`src/rtl/core/ssu_pkg.sv`:
```
// Shared types, codes and constants for the stride scheduler.
package ssu_pkg;

  localparam int FUNC_W    = 2;
  localparam int SLOT_FW   = 5;
  localparam int PRIO_W    = 16;
  localparam int SLICE_W   = 8;
  localparam int STATUS_W  = 2;
  localparam int COUNT_FW  = 6;
  // Quotient bits of 0x7fffffff / priority
  localparam int DIV_STEPS = 31;

  localparam logic [SLICE_W-1:0] MAX_SLICE_RESET = 8'd5;

  typedef enum logic [FUNC_W-1:0] {
    FN_ENQ  = 2'd0,
    FN_DEQ  = 2'd1,
    FN_PICK = 2'd2,
    FN_TICK = 2'd3
  } func_t;

  typedef enum logic [STATUS_W-1:0] {
    RES_OK    = 2'd0,
    RES_EMPTY = 2'd1,
    RES_BAD   = 2'd2
  } res_code_t;

  typedef enum logic [3:0] {
    S_IDLE,
    S_DECODE,
    S_SCAN,
    S_DRAIN,
    S_CHOOSE,
    S_PICK_WR,
    S_DIV,
    S_ENQ_WR,
    S_TICK_WR,
    S_FINISH
  } state_t;

  typedef struct packed {
    logic      load;
    logic      code_wr;
    res_code_t code;
    logic      cnt_clr;
    logic      cnt_inc;
    logic      scan_rd;
    logic      div_step;
    logic      rd_slice;
    logic      rd_step;
    logic      wr_enq;
    logic      wr_deq;
    logic      wr_tick;
    logic      wr_pick;
    logic      res_load;
  } ssu_cmd_t;

  typedef struct packed {
    func_t func;
    logic  bad;
    logic  found;
    logic  last_scan;
    logic  last_div;
    logic  out_free;
  } ssu_stat_t;

endpackage

```
`src/rtl/core/ssu_ctrl.sv`:
```
// Request sequencer: decodes a request and steps the datapath through it.
module ssu_ctrl (
  input  logic               clk,
  input  logic               rst,
  input  logic               in_valid,
  output logic               in_ready,
  input  ssu_pkg::ssu_stat_t stat,
  output ssu_pkg::ssu_cmd_t  cmd
);
  import ssu_pkg::*;

  state_t state;
  state_t state_next;

  always_ff @(posedge clk) begin
    if (rst) begin
      state <= S_IDLE;
    end else begin
      state <= state_next;
    end
  end

  always_comb begin
    state_next = state;
    cmd        = '0;
    in_ready   = 1'b0;
    unique case (state)
      S_IDLE: begin
        in_ready = 1'b1;
        if (in_valid) begin
          cmd.load   = 1'b1;
          state_next = S_DECODE;
        end
      end
      S_DECODE: begin
        cmd.code_wr = 1'b1;
        if (stat.bad) begin
          cmd.code   = RES_BAD;
          state_next = S_FINISH;
        end else begin
          cmd.code = RES_OK;
          unique case (stat.func)
            FN_ENQ: begin
              cmd.cnt_clr = 1'b1;
              state_next  = S_DIV;
            end
            FN_DEQ: begin
              cmd.wr_deq = 1'b1;
              state_next = S_FINISH;
            end
            FN_TICK: begin
              cmd.rd_slice = 1'b1;
              state_next   = S_TICK_WR;
            end
            FN_PICK: begin
              cmd.cnt_clr = 1'b1;
              state_next  = S_SCAN;
            end
            default: state_next = S_FINISH;
          endcase
        end
      end
      S_SCAN: begin
        cmd.scan_rd = 1'b1;
        cmd.cnt_inc = 1'b1;
        if (stat.last_scan) begin
          state_next = S_DRAIN;
        end
      end
      // last compare lands at the end of this cycle
      S_DRAIN: state_next = S_CHOOSE;
      S_CHOOSE: begin
        if (stat.found) begin
          cmd.rd_step = 1'b1;
          state_next  = S_PICK_WR;
        end else begin
          cmd.code_wr = 1'b1;
          cmd.code    = RES_EMPTY;
          state_next  = S_FINISH;
        end
      end
      S_PICK_WR: begin
        cmd.wr_pick = 1'b1;
        state_next  = S_FINISH;
      end
      S_DIV: begin
        cmd.div_step = 1'b1;
        cmd.cnt_inc  = 1'b1;
        if (stat.last_div) begin
          state_next = S_ENQ_WR;
        end
      end
      S_ENQ_WR: begin
        cmd.wr_enq = 1'b1;
        state_next = S_FINISH;
      end
      S_TICK_WR: begin
        cmd.wr_tick = 1'b1;
        state_next  = S_FINISH;
      end
      S_FINISH: begin
        if (stat.out_free) begin
          cmd.res_load = 1'b1;
          state_next   = S_IDLE;
        end
      end
      default: state_next = S_IDLE;
    endcase
  end

endmodule

```
`src/rtl/core/ssu_dpath.sv`:
```
// Slot tables, pass scan, stride divider and result register.
module ssu_dpath #(
  parameter int SLOTS     = 32,
  parameter int PASS_BITS = 32
) (
  input  logic                            clk,
  input  logic                            rst,
  input  ssu_pkg::ssu_cmd_t               cmd,
  output ssu_pkg::ssu_stat_t              stat,
  input  logic [ssu_pkg::FUNC_W-1:0]      func,
  input  logic [ssu_pkg::SLOT_FW-1:0]     task_slot,
  input  logic [ssu_pkg::PRIO_W-1:0]      task_priority,
  input  logic [ssu_pkg::SLICE_W-1:0]     slice_given,
  input  logic                            cfg_wr_en,
  input  logic [ssu_pkg::SLICE_W-1:0]     cfg_wr_data,
  output logic                            out_valid,
  input  logic                            out_stall,
  output logic [ssu_pkg::STATUS_W-1:0]    status,
  output logic [ssu_pkg::SLOT_FW-1:0]     picked_slot,
  output logic                            resched_flag,
  output logic [ssu_pkg::COUNT_FW-1:0]    queued_count
);
  import ssu_pkg::*;

  localparam int SLOT_W  = $clog2(SLOTS);
  localparam int CNT_W   = $clog2(SLOTS + 1);
  localparam int SEQ_MAX = (SLOTS > DIV_STEPS) ? SLOTS : DIV_STEPS;
  localparam int SEQ_W   = $clog2(SEQ_MAX);
  localparam int STEP_W  = DIV_STEPS;

  // request beat
  func_t              req_func;
  logic [SLOT_FW-1:0] req_slot;
  logic [PRIO_W-1:0]  req_prio;
  logic [SLICE_W-1:0] req_given;
  logic [SLICE_W-1:0] max_slice;

  logic [SLOT_W-1:0]  slot_idx;
  logic               slot_oob;
  logic               req_bad;

  logic [SEQ_W-1:0]   seq_cnt;
  logic [SLOT_W-1:0]  scan_idx;

  logic [SLOTS-1:0]   runnable;
  logic [SLOTS-1:0]   pass_vld;
  logic [SLOTS-1:0]   slice_vld;
  logic [CNT_W-1:0]   count;

  logic [PASS_BITS-1:0] pass_mem [SLOTS];
  logic [STEP_W-1:0]    step_mem [SLOTS];
  logic [SLICE_W-1:0]   slice_mem [SLOTS];
  logic [PASS_BITS-1:0] pass_q;
  logic [STEP_W-1:0]    step_q;
  logic [SLICE_W-1:0]   slice_q;

  logic                 cmp_en;
  logic [SLOT_W-1:0]    cmp_idx;
  logic [PASS_BITS-1:0] cmp_pass;
  logic [PASS_BITS-1:0] cmp_diff;
  logic                 take;
  logic                 found;
  logic [SLOT_W-1:0]    best;
  logic [PASS_BITS-1:0] best_pass;
  logic [PASS_BITS-1:0] pass_sum;

  logic [PRIO_W-1:0]  dvs;
  logic [PRIO_W-1:0]  rem;
  logic [STEP_W-1:0]  quo;
  logic [PRIO_W:0]    trial;
  logic [PRIO_W:0]    trial_sub;
  logic               fits;

  logic [SLICE_W-1:0] enq_slice;
  logic [SLICE_W-1:0] tick_cur;
  logic [SLICE_W-1:0] tick_next;
  logic               tick_zero;
  res_code_t          res_code;
  logic               out_free;

  always_ff @(posedge clk) begin
    if (cmd.load) begin
      req_func  <= func_t'(func);
      req_slot  <= task_slot;
      req_prio  <= task_priority;
      req_given <= slice_given;
    end
  end

  always_ff @(posedge clk) begin
    if (rst) begin
      max_slice <= MAX_SLICE_RESET;
    end else if (cfg_wr_en) begin
      max_slice <= cfg_wr_data;
    end
  end

  assign slot_idx = SLOT_W'(req_slot);
  assign slot_oob = 32'(req_slot) >= SLOTS;

  always_comb begin
    unique case (req_func)
      FN_ENQ:  req_bad = slot_oob || runnable[slot_idx];
      FN_DEQ:  req_bad = slot_oob || !runnable[slot_idx];
      FN_TICK: req_bad = slot_oob;
      FN_PICK: req_bad = 1'b0;
      default: req_bad = 1'b1;
    endcase
  end

  // shared sequence counter: scan index or divide step
  always_ff @(posedge clk) begin
    if (rst) begin
      seq_cnt <= '0;
    end else if (cmd.cnt_clr) begin
      seq_cnt <= '0;
    end else if (cmd.cnt_inc) begin
      seq_cnt <= seq_cnt + SEQ_W'(1);
    end
  end

  assign scan_idx = seq_cnt[SLOT_W-1:0];

  // pass table
  always_ff @(posedge clk) begin
    if (cmd.wr_pick) begin
      pass_mem[best] <= pass_sum;
    end
    if (cmd.scan_rd) begin
      pass_q <= pass_mem[scan_idx];
    end
  end

  // stride table
  always_ff @(posedge clk) begin
    if (cmd.wr_enq) begin
      step_mem[slot_idx] <= quo;
    end
    if (cmd.rd_step) begin
      step_q <= step_mem[best];
    end
  end

  // slice table
  always_ff @(posedge clk) begin
    if (cmd.wr_enq) begin
      slice_mem[slot_idx] <= enq_slice;
    end else if (cmd.wr_tick) begin
      slice_mem[slot_idx] <= tick_next;
    end
    if (cmd.rd_slice) begin
      slice_q <= slice_mem[slot_idx];
    end
  end

  // compare stage, one slot behind the table read
  always_ff @(posedge clk) begin
    if (rst) begin
      cmp_en <= 1'b0;
    end else begin
      cmp_en <= cmd.scan_rd;
    end
  end

  always_ff @(posedge clk) begin
    cmp_idx <= scan_idx;
  end

  assign cmp_pass = pass_vld[cmp_idx] ? pass_q : '0;
  assign cmp_diff = cmp_pass - best_pass;
  // strict less keeps the lowest slot on ties
  assign take     = cmp_en && runnable[cmp_idx] && (!found || cmp_diff[PASS_BITS-1]);
  assign pass_sum = best_pass + PASS_BITS'(step_q);

  always_ff @(posedge clk) begin
    if (rst) begin
      found <= 1'b0;
    end else if (cmd.cnt_clr) begin
      found <= 1'b0;
    end else if (take) begin
      found <= 1'b1;
    end
  end

  always_ff @(posedge clk) begin
    if (take) begin
      best      <= cmp_idx;
      best_pass <= cmp_pass;
    end
  end

  // restoring divider; the dividend is all ones, so each step shifts in a one
  assign dvs       = (req_prio == '0) ? PRIO_W'(1) : req_prio;
  assign trial     = {rem, 1'b1};
  assign trial_sub = trial - {1'b0, dvs};
  assign fits      = trial >= {1'b0, dvs};

  always_ff @(posedge clk) begin
    if (cmd.cnt_clr) begin
      rem <= '0;
      quo <= '0;
    end else if (cmd.div_step) begin
      rem <= fits ? trial_sub[PRIO_W-1:0] : trial[PRIO_W-1:0];
      quo <= {quo[STEP_W-2:0], fits};
    end
  end

  assign enq_slice = (req_given == '0 || req_given > max_slice) ? max_slice : req_given;
  assign tick_cur  = slice_vld[slot_idx] ? slice_q : '0;
  assign tick_next = tick_cur - SLICE_W'(tick_cur != '0);

  always_ff @(posedge clk) begin
    if (cmd.wr_tick) begin
      tick_zero <= (tick_next == '0);
    end
    if (cmd.code_wr) begin
      res_code <= cmd.code;
    end
  end

  always_ff @(posedge clk) begin
    if (rst) begin
      runnable  <= '0;
      pass_vld  <= '0;
      slice_vld <= '0;
      count     <= '0;
    end else begin
      if (cmd.wr_enq) begin
        runnable[slot_idx]  <= 1'b1;
        slice_vld[slot_idx] <= 1'b1;
        count               <= count + CNT_W'(1);
      end else if (cmd.wr_deq) begin
        runnable[slot_idx] <= 1'b0;
        count              <= count - CNT_W'(1);
      end else if (cmd.wr_tick) begin
        slice_vld[slot_idx] <= 1'b1;
      end
      if (cmd.wr_pick) begin
        pass_vld[best] <= 1'b1;
      end
    end
  end

  // result register: the next request may start while this beat waits
  assign out_free = !out_valid || !out_stall;

  always_ff @(posedge clk) begin
    if (rst) begin
      out_valid <= 1'b0;
    end else if (cmd.res_load) begin
      out_valid <= 1'b1;
    end else if (!out_stall) begin
      out_valid <= 1'b0;
    end
  end

  always_ff @(posedge clk) begin
    if (cmd.res_load) begin
      status       <= res_code;
      picked_slot  <= (res_code == RES_OK && req_func == FN_PICK) ? SLOT_FW'(best) : '0;
      resched_flag <= (res_code == RES_OK && req_func == FN_TICK) ? tick_zero : 1'b0;
      queued_count <= COUNT_FW'(count);
    end
  end

  always_comb begin
    stat.func      = req_func;
    stat.bad       = req_bad;
    stat.found     = found;
    stat.last_scan = (seq_cnt == SEQ_W'(SLOTS - 1));
    stat.last_div  = (seq_cnt == SEQ_W'(DIV_STEPS - 1));
    stat.out_free  = out_free;
  end

`ifndef SYNTHESIS
  a_count_matches : assert property (@(posedge clk) disable iff (rst)
    count == CNT_W'($countones(runnable)))
    else $error("runnable count out of step with runnable bits");

  a_load_free : assert property (@(posedge clk) disable iff (rst)
    cmd.res_load |-> out_free)
    else $error("result loaded over an undelivered beat");

  a_pick_found : assert property (@(posedge clk) disable iff (rst)
    cmd.wr_pick |-> found)
    else $error("pass update without a chosen slot");

  a_enq_idle : assert property (@(posedge clk) disable iff (rst)
    cmd.wr_enq |-> (!runnable[slot_idx] && !slot_oob))
    else $error("enqueue committed on a runnable or missing slot");
`endif

endmodule

```
`src/rtl/core/stride_scheduler_unit.sv`:
```
// Stride scheduler top level: one result beat per request beat.
// Enqueue runs a 31-step stride divide; pick scans every slot, then updates the
// winner's pass unless the table is empty; tick, dequeue and bad requests skip both.
// Throughput: one request at a time; the next is taken once the result sits
// in the output register, which holds it while out_stall is high.
// Reset (rst, synchronous): all slots idle, pass and slice read as zero, slice bound 5.
module stride_scheduler_unit #(
  parameter int SLOTS     = 32,
  parameter int PASS_BITS = 32
) (
  input  logic                            clk,
  input  logic                            rst,
  input  logic                            in_valid,
  output logic                            in_stall,
  input  logic [ssu_pkg::FUNC_W-1:0]      func,
  input  logic [ssu_pkg::SLOT_FW-1:0]     task_slot,
  input  logic [ssu_pkg::PRIO_W-1:0]      task_priority,
  input  logic [ssu_pkg::SLICE_W-1:0]     slice_given,
  output logic                            out_valid,
  input  logic                            out_stall,
  output logic [ssu_pkg::STATUS_W-1:0]    status,
  output logic [ssu_pkg::SLOT_FW-1:0]     picked_slot,
  output logic                            resched_flag,
  output logic [ssu_pkg::COUNT_FW-1:0]    queued_count,
  input  logic                            cfg_wr_en,
  input  logic [ssu_pkg::SLICE_W-1:0]     cfg_wr_data
);
  import ssu_pkg::*;

  ssu_cmd_t  cmd;
  ssu_stat_t stat;
  logic      in_ready;

  assign in_stall = !in_ready;

  ssu_ctrl u_ctrl (
    .clk      (clk),
    .rst      (rst),
    .in_valid (in_valid),
    .in_ready (in_ready),
    .stat     (stat),
    .cmd      (cmd)
  );

  ssu_dpath #(
    .SLOTS     (SLOTS),
    .PASS_BITS (PASS_BITS)
  ) u_dpath (
    .clk           (clk),
    .rst           (rst),
    .cmd           (cmd),
    .stat          (stat),
    .func          (func),
    .task_slot     (task_slot),
    .task_priority (task_priority),
    .slice_given   (slice_given),
    .cfg_wr_en     (cfg_wr_en),
    .cfg_wr_data   (cfg_wr_data),
    .out_valid     (out_valid),
    .out_stall     (out_stall),
    .status        (status),
    .picked_slot   (picked_slot),
    .resched_flag  (resched_flag),
    .queued_count  (queued_count)
  );

endmodule

```
`config.mk`:
```
export PLATFORM = sky130hd
export DESIGN_NAME = stride_scheduler_unit
export DESIGN_NICKNAME = d
export VERILOG_FILES = /design/src/rtl/core/ssu_pkg.sv /design/src/rtl/core/ssu_ctrl.sv /design/src/rtl/core/ssu_dpath.sv /design/src/rtl/core/stride_scheduler_unit.sv
export SDC_FILE = /design/constraint.sdc
export NUM_CORES = 2
export LEC_CHECK = 0
export ABC_CLOCK_PERIOD_IN_PS = 15500
export BUFFER_PORTS_ARGS = -buffer_cell sky130_fd_sc_hd__buf_2
export CAP_MARGIN = 20
export CORE_UTILIZATION = 44
export CTS_CLUSTER_SIZE = 30
export DETAILED_ROUTE_END_ITERATION = 12
export PLACE_DENSITY = 0.6
export SYNTH_ARGS = -nofsm -noshare
export SYNTH_HDL_FRONTEND = slang
export SYNTH_SLANG_ARGS = --single-unit
```
`constraint.sdc`:
```
create_clock -name clk -period 15.5 [get_ports clk]
set_input_delay 1.55 -clock clk [delete_from_list [all_inputs] [get_ports clk]]
set_output_delay 1.55 -clock clk [all_outputs]
set_load 0.005 [all_outputs]
```
-- Word-level counts from Yosys, hierarchy flattened
Memory sizes are Yosys's and may differ from the RTL's. A register that Yosys moved wholly into a read port is not among the register bits.
Cells that the tools add are included.
- $add $sub $neg: 7
- magnitude comparators: 7
- equal/unequal tests: 20
- mux-type cells: 68
- bitwise logic cells: 6
- reductions and logical operators: 30
- operators by type and width (operator ; count):
    $mux 32 ; 6
    $or 32x32->32 ; 3
    $mux 1 ; 37
    $add 32x31->32 ; 1
    $and 32x32->32 ; 1
    $mux 16 ; 2
    $not 32->32 ; 1
    $pmux 4 s8 ; 1
    $sub 32x32->32 ; 1
    $mux 4 ; 6
    $mux 8 ; 3
    $bmux 1 s5 ; 4
    $lt 5x6->1 const B ; 3
    $ge 17x16->1 ; 1
    $eq 4x3->1 const B ; 4
    $logic_not 16->1 ; 1
    $logic_not 8->1 ; 2
    $pmux 4 s4 ; 1
    $sub 16x16->16 ; 1
    $mux 6 ; 2
    $demux 1 s5 ; 2
    $eq 5x5->1 const B ; 2
    $ge 5x1->1 const B ; 2
    $eq 4x2->1 const B ; 2
    27 further kinds ; 49
- register bits after elaboration: 259
- RAM bits: 2272
- input port bits: 44
- memories kept: 3
- memory list (memory ; depth ; width ; rd ports ; clocked after Yosys merged registers in ; write ports ; RTL line ; source):
    u_dpath.pass_mem ; 32 ; 32 ; 1 ; 1 ; 1 ; ssu_dpath.sv:50 ; logic [PASS_BITS-1:0] pass_mem [SLOTS];
    u_dpath.step_mem ; 32 ; 31 ; 1 ; 1 ; 1 ; ssu_dpath.sv:51 ; logic [STEP_W-1:0] step_mem [SLOTS];
    u_dpath.slice_mem ; 32 ; 8 ; 1 ; 1 ; 1 ; ssu_dpath.sv:52 ; logic [SLICE_W-1:0] slice_mem [SLOTS];

-- Logic depth before layout (Yosys ltp)
- word-level depth: 8
- depth in mapped cells: 17
- mapped depth without buffers: 14

-- Hierarchy
From an unflattened synthesis, not the netlist that was laid out.
- cell total of the unflattened synthesis: 5011
- area total of the unflattened synthesis: 101761.3 µm²
- modules (own cells, without submodules) (module ; instances ; cells an instance ; area each (µm²)):
    ssu_dpath ; 1 ; 4951 ; 101362.2
    ssu_ctrl ; 1 ; 59 ; 395.4
    stride_scheduler_unit ; 1 ; 1 ; 3.8

-- Worst setup path after synthesis
Ideal clock, no wire load.
- path type: register -> register
- start point: reg u_dpath.cmp_idx[0]
- end point: reg u_dpath.best[0] (enable)
- arrival: 5.504 ns
- data required time: 15.057 ns
- path slack: 9.552 ns
- stages on the path, launching flop included: 16
- buffers on the path: 2
- cells stage by stage: dfxtp_1 -> buf_6 -> mux4_1 -> mux4_2 -> mux2i_2 -> clkbuf_1 -> nor2b_1 -> ha_1 -> a21o_1 -> a21o_1 -> a211oi_1 -> o31ai_1 -> a2111oi_0 -> a211oi_1 -> xnor2_1 -> a21oi_1
- cells in the longest elaborated chain, start to end: 6
- elaborated cells on any way between the ends: 9
- classes of those cells: add/sub: 1; mux: 5; reduce/logical: 3
- ends and longest elaborated chain (item ; RTL line ; source):
    from (decl) ; ssu_dpath.sv:58 ; logic [SLOT_W-1:0] cmp_idx;
    from (signal assigned) ; ssu_dpath.sv:166 ; cmp_idx <= scan_idx;
    $bmux 1 s5 ; ssu_dpath.sv:169 ; assign cmp_pass = pass_vld[cmp_idx] ? pass_q : '0;
    $mux 1 (implied by the code) ; ssu_dpath.sv:169 ;
    $mux 32 ; ssu_dpath.sv:169 ;
    net u_dpath.cmp_pass[24] ; ssu_dpath.sv:59 ; logic [PASS_BITS-1:0] cmp_pass;
    $sub 32x32->32 ; ssu_dpath.sv:170 ; assign cmp_diff = cmp_pass - best_pass;
    $logic_or 1x1->1 ; ssu_dpath.sv:172 ; assign take = cmp_en && runnable[cmp_idx] && (!found || cmp_diff[PASS_BITS-1]);
    $logic_and 1x1->1 ; ssu_dpath.sv:172 ;
    net u_dpath.take ; ssu_dpath.sv:61 ; logic take;
    to (signal assigned) ; ssu_dpath.sv:187 ; best <= cmp_idx;
    to (decl) ; ssu_dpath.sv:63 ; logic [SLOT_W-1:0] best;
The timed path passes the listed nets, and every way through them passes these cells. The select of a mux whose other input is x is not followed.
A chain may end at the register's enable or synchronous reset.

-- Worst setup path after layout
- start point: reg u_dpath.cmp_idx[0]
- end point: reg u_dpath.best_pass[30] (enable)
- cells in the longest elaborated chain, start to end: 6
- elaborated cells on any way between the ends: 9
- classes of those cells: add/sub: 1; mux: 5; reduce/logical: 3
- ends and longest elaborated chain (item ; RTL line ; source):
    $bmux 1 s5 ; ssu_dpath.sv:169 ;
    $mux 1 (implied by the code) ; ssu_dpath.sv:169 ;
    $mux 32 ; ssu_dpath.sv:169 ;
    net u_dpath.cmp_pass[8] ; ssu_dpath.sv:59 ;
    $sub 32x32->32 ; ssu_dpath.sv:170 ;
    $logic_or 1x1->1 ; ssu_dpath.sv:172 ;
    $logic_and 1x1->1 ; ssu_dpath.sv:172 ;
    net u_dpath.take ; ssu_dpath.sv:61 ;
    to (signal assigned) ; ssu_dpath.sv:188 ; best_pass <= cmp_pass;
    to (decl) ; ssu_dpath.sv:64 ; logic [PASS_BITS-1:0] best_pass;
The timed path passes the listed nets, and every way through them passes these cells. The select of a mux whose other input is x is not followed.

==> flow_metrics.py <==
metrics = {
    "grt": {
        "antenna_found_initial": 11,
        "grt_usage_pct": 23.0,
        "grt_max_degree": 116,
        "grt-ovfl-total": 0,
        "grt_pass1_wl_mm": 377,
        "grt_pass1_vias": 51700,
    },
    "cells_and_area": {
        "syn_to_final_growth_pct": 13.8,
        "nets": 5371,
        "multiInputGateArea_mm2": 0.0243,
        "area.sequential_mm2": 0.0764,
        "drive_gt1_share_pct": 26.5,
        "final_cells": 8462,
        "fill_cells": 18300,
    },
    "setup_path": {
        "reg2reg_depth": 15,
        "reg2reg_setup_slack_ns": 9.82,
        "startpoint": "u_dpath.cmp_idx[0]$_DFF_P_",
        "worstSetupStartpointType": "flop",
        "r2r_start": "u_dpath.cmp_idx[0]$_DFF_P_",
        "end_kind": "flop",
        "path_max_fanout": 33,
        "worst_r2r_endpoint": "u_dpath.best_pass[30]$_DFFE_PP_",
        "crit_type": "flop to flop",
        "endpoint": "u_dpath.best_pass[30]$_DFFE_PP_",
        "cp.arrival_ns": 6.22,
        "required_ns": 16.05,
    },
    "drt": {
        "ant_nets": 0,
        "detailroute.via_count": 51400,
        "vias_per_cell": 6.07,
        "drt_iter0_markers": 6301,
        "wirelength_mm": 266,
        "wire_per_inst_um": 31.5,
        "first_pass_iters": 6,
        "drc": 0,
    },
    "floorplanning": {
        "initial_utilization_pct": 44.2,
        "rows": 176,
        "core_area_mm2": 0.230,
        "die_w_um": 483,
        "die_area_mm2": 0.233,
        "die_h_um": 483,
        "io_pins": 60,
    },
    "outcome": {
        "status": "finished, final reports clean",
    },
    "synth": {
        "seq_area_frac_synth_pct": 75.2,
        "synth-simple-area-share_pct": 2.77,
        "ys.flop_type": "edfxtp_1",
        "yosysTopAreaCell": "edfxtp_1",
        "synth_top_family_by_area": "multiplexers",
        "yosys-top-cells-count": "edfxtp_1 (2428), mux4_2 (661), nor2_1 (183)",
        "yosys-top-cells-area": "edfxtp_1 (72%), mux4_2 (15%), dfxtp_1 (3.4%)",
        "yosysMostFrequentCell": "edfxtp_1",
        "synth_top_cell_area_share_pct": 71.8,
        "synth_compound_area_share_pct": 3.46,
        "yosysWarnings": 0,
        "syn_nets": 5110,
        "synth_edf_count": 2428,
        "ys_ff_latch": 2602,
        "synth_cell_types": 74,
        "synth_fa_ha_area_share_pct": 1.20,
        "netlist_area_mm2": 0.102,
        "syn_inst": 4970,
        "synth_mux_area_share_pct": 15.6,
        "synth_xor_area_share_pct": 0.369,
        "postSynthAreaPerCell_um2": 20.4,
        "async_reset_ff_share_pct": 0,
    },
    "timing": {
        "setup_viol": 0,
        "tightest_slew_ns": 1.12,
        "finalSetupTns_ns": 0,
        "relSlewSlack_pct": 25.6,
        "hold_violations": 0,
        "period_minus_slack_ns": 5.68,
        "layout_setup_ws_ns": 9.82,
        "clock_skew_ns": 0.0547,
        "finalCritPeriodShare_pct": 36.6,
        "maxSlewViolCount": 0,
        "rsz0062_at_grt": "false",
        "fmax_mhz": 176,
    },
    "clock_tree": {
        "htreeDepth": 5,
        "cts_buffer_depth": 4,
        "cts_tree": "done",
        "clkLatencyLatePin_ns": 0.93,
        "postCtsHoldBufs": 0,
        "cts_buffers": 287,
        "clkSinkCount": 2602,
        "path_clk_slew_ns": 0.06,
        "cts_resized": 0,
        "post-cts-setup-buffers": 0,
        "cts-root-buf": "clkbuf_16",
    },
    "power_and_ir_drop": {
        "p_leak_nw": 33.9,
        "ir_drop_uv": 126,
        "p_per_area_mw_per_mm2": 135,
    },
    "flow_run": {
        "max_cap_violations": 0,
    },
    "placed_design": {
        "dp_hpwl_mm": 137,
        "numPortBuffers": 59,
        "gp_congestion": 0.862,
        "dp.cells": 7954,
        "preCtsSetupSlack_ns": 9.55,
    },
    "hold_path": {
        "hold_class": "flop to flop",
        "hold_depth": 0,
    },
}
[power breakdown]
part	switching [W]	internal, W	leakage (nW)
Combinational	0.000736	0.000559	8.33
Clock	0.00263	0.00379	4.27
Sequential	0.0000976	0.00780	21.3
[critical path, cell delays in order (launching register included)]
cell and delay [ns]:
dfxtp_1 0.72, mux4_1 0.64, mux4_2 0.53, mux2i_4 0.16, buf_4 0.37, nor2b_1 0.12, ha_1 0.31, a21oi_1 0.17
nor2_1 0.05, a2111oi_0 0.39, o31ai_1 0.16, a2111oi_0 0.42, a211oi_1 0.16, xnor2_1 0.20, a21oi_4 0.48, buf_4 0.43
[state kept, by name, summed over array words and instances, names as in the netlist, 6 cells and up, named ones only]
| register | cells |
|---|---|
| u_dpath.best_pass | 32 |
| u_dpath.pass_q | 32 |
| u_dpath.count | 6 |
| u_dpath.pass_mem | 1024 |
| u_dpath.queued_count | 6 |
| u_dpath.max_slice | 8 |
| u_dpath.quo | 31 |
| u_dpath.slice_mem | 256 |
| u_dpath.slice_q | 8 |
| u_dpath.slice_vld | 32 |
| u_dpath.req_prio | 16 |
| u_dpath.step_mem | 992 |
| u_dpath.step_q | 31 |
| u_dpath.pass_vld | 32 |
| u_dpath.req_given | 8 |
| u_dpath.rem | 16 |
[how the worst min path moves through the flow]
stage                                                   end                              start
final                     u_dpath.queued_count[5]$_DFFE_PP_      u_dpath.count[5]$_SDFFE_PP0P_
after detailed placement  u_dpath.pass_vld[11]$_SDFFE_PP0P_  u_dpath.pass_vld[11]$_SDFFE_PP0P_
after global placement     u_dpath.pass_vld[7]$_SDFFE_PP0P_   u_dpath.pass_vld[7]$_SDFFE_PP0P_
after CTS                 u_dpath.queued_count[5]$_DFFE_PP_      u_dpath.count[5]$_SDFFE_PP0P_
after floorplan                  u_dpath.cmp_idx[2]$_DFF_P_   u_dpath.scan_idx[2]$_SDFFE_PP0P_
after global routing      u_dpath.queued_count[5]$_DFFE_PP_      u_dpath.count[5]$_SDFFE_PP0P_
[routing by layer]
metal  GRT usage, %  share of wire [%]
met2           37.2                 49
met1           32.3                 41
met3           4.24                7.6
met5              0              0.010
met4           5.66                2.3
[cells in the final DEF, fill, tap and decap left out, drive strengths merged, types with 7 or more instances in the layout]
master and count:
a21oi 132, ha 93, nor2 184, nor4 13, a21o 10, buf 233
nor2b 41, o31ai 7, o21a 68, a22oi 165, nand3 23, clkbuf 381
xor2 16, nand2b 11, o21ai 70, o211ai 8, and3 16, mux4 667
inv 115, bufinv 16, a211oi 18, mux2 37, clkinv 86, mux2i 35
nand4 58, nand2 162, xnor2 26, o21bai 7, edfxtp 2428, and2 10
dfxtp 174, nor3 33
[cell type report]
type,count,area share [%]
clock inverters,108,0.786
multi-input cells,1993,21.0
inverters,113,0.367
well taps,3026,3.28
repair buffers,234,1.65
clock buffers,380,6.77
flip-flops and latches,2602,66.1
diodes,6,0.0130
[metrics by stage]
stage / cell area [µm²] / hold WS, ns / util (%) / power (W)
6_report: 116000 / 0.457 / 50.3 / 0.0156
5_1_grt: 116000 / 0.475 / 50.3 / 0.0161
4_1_cts: 115000 / 0.461 / 50.2 / 0.0157
3_5_place_dp: 107000 / 0.450 / 46.4 / 0.00935
3_3_place_gp: 106000 / 0.439 / 46.3 / 0.00933
2_1_floorplan: 102000 / 0.329 / - / 0.00893
[cells by family after synthesis]
kind of cell    count (synthesis)
compound gates                529
xor+xnor                       42
fa+ha+maj                      96
buf+inv                       375
flops                        2602
mux                           739
simple gates                  587
(Power assumes the default switching activity.)
